--- src/rtl/qau_pkg.sv ---
// ----------------------------------------------------------------------------
// qau_pkg
// Shared widths, operation codes, stage record and clamp helper for the
// quaternion arithmetic unit.
// ----------------------------------------------------------------------------
package qau_pkg;

  localparam int WORD_BITS = 16;
  localparam int FRAC_BITS = 12;

  localparam int PROD_W = 2 * WORD_BITS;          // one component product
  localparam int SUM_W  = PROD_W + 2;             // sum of four products, signed
  localparam int DEN_W  = PROD_W + 1;             // norm, unsigned
  localparam int QB     = WORD_BITS + 1;          // quotient / root bits
  localparam int NUM_W  = DEN_W + FRAC_BITS;      // dividend
  localparam int RAD_W  = 2 * QB;                 // radicand
  localparam int SREM_W = QB + 2;                 // root remainder
  localparam int HALF   = 2 ** (WORD_BITS - 1);

  localparam logic [2:0] FN_ADD  = 3'd0;
  localparam logic [2:0] FN_SUB  = 3'd1;
  localparam logic [2:0] FN_MUL  = 3'd2;
  localparam logic [2:0] FN_INV  = 3'd3;
  localparam logic [2:0] FN_DIV  = 3'd4;
  localparam logic [2:0] FN_CONJ = 3'd5;
  localparam logic [2:0] FN_MAG  = 3'd6;

  // Hamilton product: part c sums a[t] * b[c ^ t]; this table marks the
  // terms that are subtracted.
  localparam logic [3:0][3:0] TERM_NEG = '{
    4'b0100,   // part 3: k
    4'b0010,   // part 2: j
    4'b1000,   // part 1: i
    4'b1110    // part 0: real
  };

  // record carried by the divide / root stages
  typedef struct packed {
    logic                            use_div;
    logic                            use_sqrt;
    logic                            zero_norm;
    logic                            sat;
    logic [3:0][WORD_BITS-1:0]       res;
    logic [3:0]                      neg;
    logic [3:0]                      ovf;
    logic [3:0][QB-1:0]              nrest;
    logic [3:0][DEN_W-1:0]           rem;
    logic [3:0][QB-1:0]              quo;
    logic [DEN_W-1:0]                den;
    logic [RAD_W-1:0]                rad;
    logic [SREM_W-1:0]               srem;
    logic [QB-1:0]                   root;
  } iter_t;

  // clamp a magnitude to the word range and apply the sign; MSB is the
  // saturation flag
  function automatic logic [WORD_BITS:0] clamp_mag(input logic neg,
                                                   input logic [SUM_W:0] mag);
    logic [SUM_W:0]         lim;
    logic [WORD_BITS-1:0]   v;
    logic                   s;
    lim = neg ? (SUM_W+1)'(HALF) : (SUM_W+1)'(HALF - 1);
    s   = mag > lim;
    v   = s ? lim[WORD_BITS-1:0] : mag[WORD_BITS-1:0];
    if (neg) begin
      v = -v;
    end
    return {s, v};
  endfunction

endpackage

--- src/rtl/qau_iter_stage.sv ---
// ----------------------------------------------------------------------------
// qau_iter_stage
// One registered step: one quotient bit for each of the four divide lanes
// and one root bit for the square root.
// ----------------------------------------------------------------------------
module qau_iter_stage import qau_pkg::*; (
  input  logic  clk_i,
  input  logic  rst_ni,
  input  logic  vld_i,
  input  iter_t data_i,
  output logic  vld_o,
  output iter_t data_o
);

  iter_t data_d, data_q;
  logic  vld_q;

  logic [DEN_W:0]    t_div [4];
  logic              qbit  [4];
  logic [SREM_W+1:0] t_rt;
  logic [SREM_W+1:0] trial;
  logic              rbit;

  always_comb begin
    data_d = data_i;
    for (int c = 0; c < 4; c++) begin
      t_div[c] = {data_i.rem[c], data_i.nrest[c][QB-1]};
      qbit[c]  = t_div[c] >= {1'b0, data_i.den};
      if (qbit[c]) begin
        data_d.rem[c] = DEN_W'(t_div[c] - {1'b0, data_i.den});
      end else begin
        data_d.rem[c] = t_div[c][DEN_W-1:0];
      end
      data_d.quo[c]   = {data_i.quo[c][QB-2:0], qbit[c]};
      data_d.nrest[c] = {data_i.nrest[c][QB-2:0], 1'b0};
    end
    // digit-by-digit root, two radicand bits a step
    t_rt  = {data_i.srem, data_i.rad[RAD_W-1 -: 2]};
    trial = {{(SREM_W-QB){1'b0}}, data_i.root, 2'b01};
    rbit  = t_rt >= trial;
    if (rbit) begin
      data_d.srem = SREM_W'(t_rt - trial);
    end else begin
      data_d.srem = t_rt[SREM_W-1:0];
    end
    data_d.root = {data_i.root[QB-2:0], rbit};
    data_d.rad  = {data_i.rad[RAD_W-3:0], 2'b00};
  end

  always_ff @(posedge clk_i or negedge rst_ni) begin
    if (!rst_ni) begin
      vld_q <= 1'b0;
    end else begin
      vld_q <= vld_i;
    end
  end

  always_ff @(posedge clk_i) begin
    data_q <= data_d;
  end

  assign vld_o  = vld_q;
  assign data_o = data_q;

endmodule

--- config.mk ---
export PLATFORM = sky130hd
export DESIGN_NAME = qau_iter_stage
export DESIGN_NICKNAME = d
export VERILOG_FILES = /design/src/rtl/qau_pkg.sv /design/src/rtl/qau_iter_stage.sv
export SDC_FILE = /design/constraint.sdc
export NUM_CORES = 1
export LEC_CHECK = 0
export BUFFER_PORTS_ARGS = -buffer_cell sky130_fd_sc_hd__buf_2
export CAP_MARGIN = 20
export CORE_AREA = 4 4 347 349
export CTS_CLUSTER_DIAMETER = 150
export CTS_CLUSTER_SIZE = 24
export DETAILED_ROUTE_END_ITERATION = 7
export DIE_AREA = 0 0 351 353
export SLEW_MARGIN = 5
export SYNTH_ARGS = -nofsm -noshare
export SYNTH_HDL_FRONTEND = slang
export SYNTH_SLANG_ARGS = --single-unit
--- constraint.sdc ---
create_clock -name clk_i -period 0.8 [get_ports clk_i]
set_clock_uncertainty 0.2 [all_clocks]
set_input_delay 0.16 -clock clk_i [delete_from_list [all_inputs] [get_ports clk_i]]
set_output_delay 0.16 -clock clk_i [all_outputs]
set_load 0.02 [all_outputs]
==> flow_metrics.py <==
metrics = {
    "logic_synthesis": {
        "synth_edf_count": 0,
        "netlist_area_sq_mm": 0.0189,
        "syn_inst": 1916,
        "ys_async_sr_fraction": 0.00226,
        "synth-seq-area-share": 0.468,
        "synth_top_area_frac": 0.467,
        "synth.avg_cell_area_sq_um": 9.87,
        "ys_types": 82,
        "ys.flop_type": "dfxtp_1",
        "yosysTopAreaCell": "dfxtp_1",
        "synth_seq_cells": 442,
        "ys.warnings.count": 0,
        "ys_top_cells_by_area": "dfxtp_1, ha_1, a21oi_1",
    },
    "place": {
        "portBuffers": 887,
        "placed_cells": 4864,
        "routabilityCongestion": 0.882,
        "hpwl_microns": 104000,
    },
    "sta": {
        "finalSetupViolations": 598,
        "fmax_ghz": 0.371,
        "period_share": 3.37,
        "worst_slew_pin_slew_ns": 0.515,
        "final.min_clock_period_ns": 2.70,
        "grt_setup_unrepaired": "true",
        "postLayoutSetupSlackWorst_ns": -1.90,
        "worst_hold_slack_ns": -0.590,
        "slew_headroom": 0.648,
        "slew_viol_final": 0,
        "finalHoldViolCount": 272,
    },
    "clock_tree": {
        "h-tree-depth": 1,
        "root_buffer": "clkbuf_16",
        "cts_buffers": 26,
        "clockBufferDepth": 3,
        "cts.sinks": 442,
        "cts_tree": "done",
        "clk_pin_slew_worst_paths_ns": 0.11,
    },
    "grt": {
        "grt_max_degree": 25,
        "antenna_found_initial": 78,
        "grt_pass1_wl_microns": 176000,
        "grtUsageTotal": 0.199,
        "grt_pass1_vias": 23613,
        "grt-ovfl-total": 0,
    },
    "power": {
        "seqPwrFrac": 0.368,
        "switching_share": 0.351,
        "power.switching_uw": 25400,
        "power_density_mw_per_mm2": 1730,
        "p_comb_frac": 0.416,
        "irDropWorstVdd_v": 0.00188,
        "p_clk_frac": 0.217,
        "p_leak_uw": 0.0188,
        "p_int_uw": 46900,
    },
    "floorplan": {
        "die_w_microns": 351,
        "io_pins": 898,
        "core_area_sq_mm": 0.117,
        "die_h_microns": 353,
        "std_cell_rows": 126,
        "dieArea_sq_mm": 0.124,
        "start_util": 0.161,
    },
    "run_status": {
        "violations": "hold timing, setup timing",
        "status": "finished, violations left",
    },
    "critical_path": {
        "startpoint_type": "input pin",
        "cp_data_arrival_time_ns": 3.00,
        "cp-end-kind": "flop",
        "crit_fanout": 6,
        "crit_required_ns": 1.11,
        "critPathKind": "input pin to flop",
    },
    "worst_hold_path": {
        "hp-class": "input pin to flop",
    },
    "run": {
        "drv_cap": 0,
    },
    "routing": {
        "wl_per_cell_microns": 24.4,
        "via_per_inst": 4.17,
        "remaining_drc_errors": 0,
        "drt_wl_total_microns": 132000,
        "drt_first_pass_iters": 5,
        "route.vias.total": 22578,
        "drtAntennaViolNets": 0,
        "drtIter0Drc": 892,
    },
    "final_layout": {
        "area_growth_pct": 121,
        "nets": 4450,
        "fin_cells": 5420,
        "drive_gt1_frac": 0.639,
    },
}
-- worst max-delay path: stages --
cell	delay, ns
buf_2	0.10
dlygate4sd3_1	0.65
ha_4	0.30
nand4_1	0.23
a211oi_2	0.27
o211ai_1	0.17
nand2_2	0.16
a21oi_4	0.10
o31ai_4	0.23
buf_6	0.16
buf_12	0.13
mux2_2	0.33
-- cell families after synthesis --
kind of cell,Yosys count,synth area share
AO/OA/AOI/OAI,519,0.171
XOR/XNOR,131,0.0607
adder cells (fa/ha/maj),155,0.104
buffers and inverters,156,0.0374
flip-flops,442,0.468
multiplexers,74,0.0490
other,1,0.000198
AND/OR/NAND/NOR,438,0.109
-- synthesized netlist by cell type (28+ instances only) --
| master | instances |
|---|---|
| a21o_1 | 58 |
| a21oi_1 | 198 |
| clkbuf_1 | 33 |
| dfxtp_1 | 441 |
| ha_1 | 151 |
| inv_1 | 93 |
| mux2_2 | 30 |
| nand2_1 | 109 |
| nand3_1 | 35 |
| nand4_1 | 28 |
| nor2_1 | 147 |
| nor3_1 | 28 |
| o21ai_0 | 78 |
| xnor2_1 | 82 |
| xor2_1 | 49 |
-- per-layer routing --
metal  global-route usage  share of wire
met5                    0         0.0015
met4               0.0585          0.039
met1                0.218           0.37
met3               0.0552          0.076
met2                0.369           0.51
-- repair_timing --
item,in CTS,in global routing
pin swaps,125,93
resized for setup,1643,224
hold buffers,376,70
cloned,14,1
endpoints found under the setup margin,598,598
endpoints found under the hold margin,440,361
buffers inserted,57,25
-- state kept, by name, indices dropped and copies added (netlist names) --
signal,cells
vld_o,1
data_o,441
-- final cells by class --
class / count / area [sq um]
Tap cell: 1536 / 1920
Inverter: 93 / 417
Fill cell: 11459 / 75800
Sequential cell: 442 / 9440
Antenna cell: 30 / 75.1
Multi-Input combinational cell: 1324 / 11700
Clock buffer: 27 / 664
Timing Repair Buffer: 1958 / 17300
Clock inverter: 10 / 146
-- final timing paths --
kind | from | cells after the start | to | slack [ns]
min in group asynchronous | rst_ni | 3 | vld_o | 0.12
min | data_i[71] | 1 | data_o[71] | -0.59
max | data_i[184] | 12 | data_o[189] | -1.90
max in group asynchronous | rst_ni | 3 | vld_o | 0.19
-- placed cells by master (no fill, tap or decap), types with 41 or more instances in the layout --
master | Yosys | routed
dlygate4sd3_1 | 0 | 400
a21o_1 | 58 | 58
a21oi_1 | 198 | 135
nor2_1 | 147 | 85
xor2_1 | 49 | 49
mux2_4 | 27 | 51
o21ai_0 | 78 | 50
dfxtp_2 | 0 | 426
nor2_4 | 0 | 45
ha_4 | 0 | 47
buf_4 | 12 | 587
nand2_1 | 109 | 91
buf_8 | 0 | 41
inv_1 | 93 | 63
buf_6 | 1 | 451
ha_1 | 151 | 103
a21oi_2 | 0 | 57
buf_2 | 12 | 429
xnor2_1 | 82 | 78
-- power by group through the flow --
stage               combinational [uW]  clock [uW]  sequential (uW)
global route                     31800       17100            26700
global placement                 22000           0            26000
detailed placement               22100           0            25900
floorplan                         7900           0            28700
CTS                              28800       16400            26500
finish                           30000       15600            26500
-- metrics by stage --
step	setup slack [ns]	total power (uW)	instance area (sq um)	util	setup TNS [ns]
finish	-1.90	72200	41700	0.355	-575.41
global route	-1.92	75600	41700	0.355	-608.01
CTS	-1.77	71700	40200	0.342	-590.64
detailed placement	-2.69	48000	30200	0.257	-394.26
global placement	-2.62	48000	30200	0.257	-389.86
floorplan	-2.09	36600	19500	-	-284.54
Power figures use the tool's default switching activity.
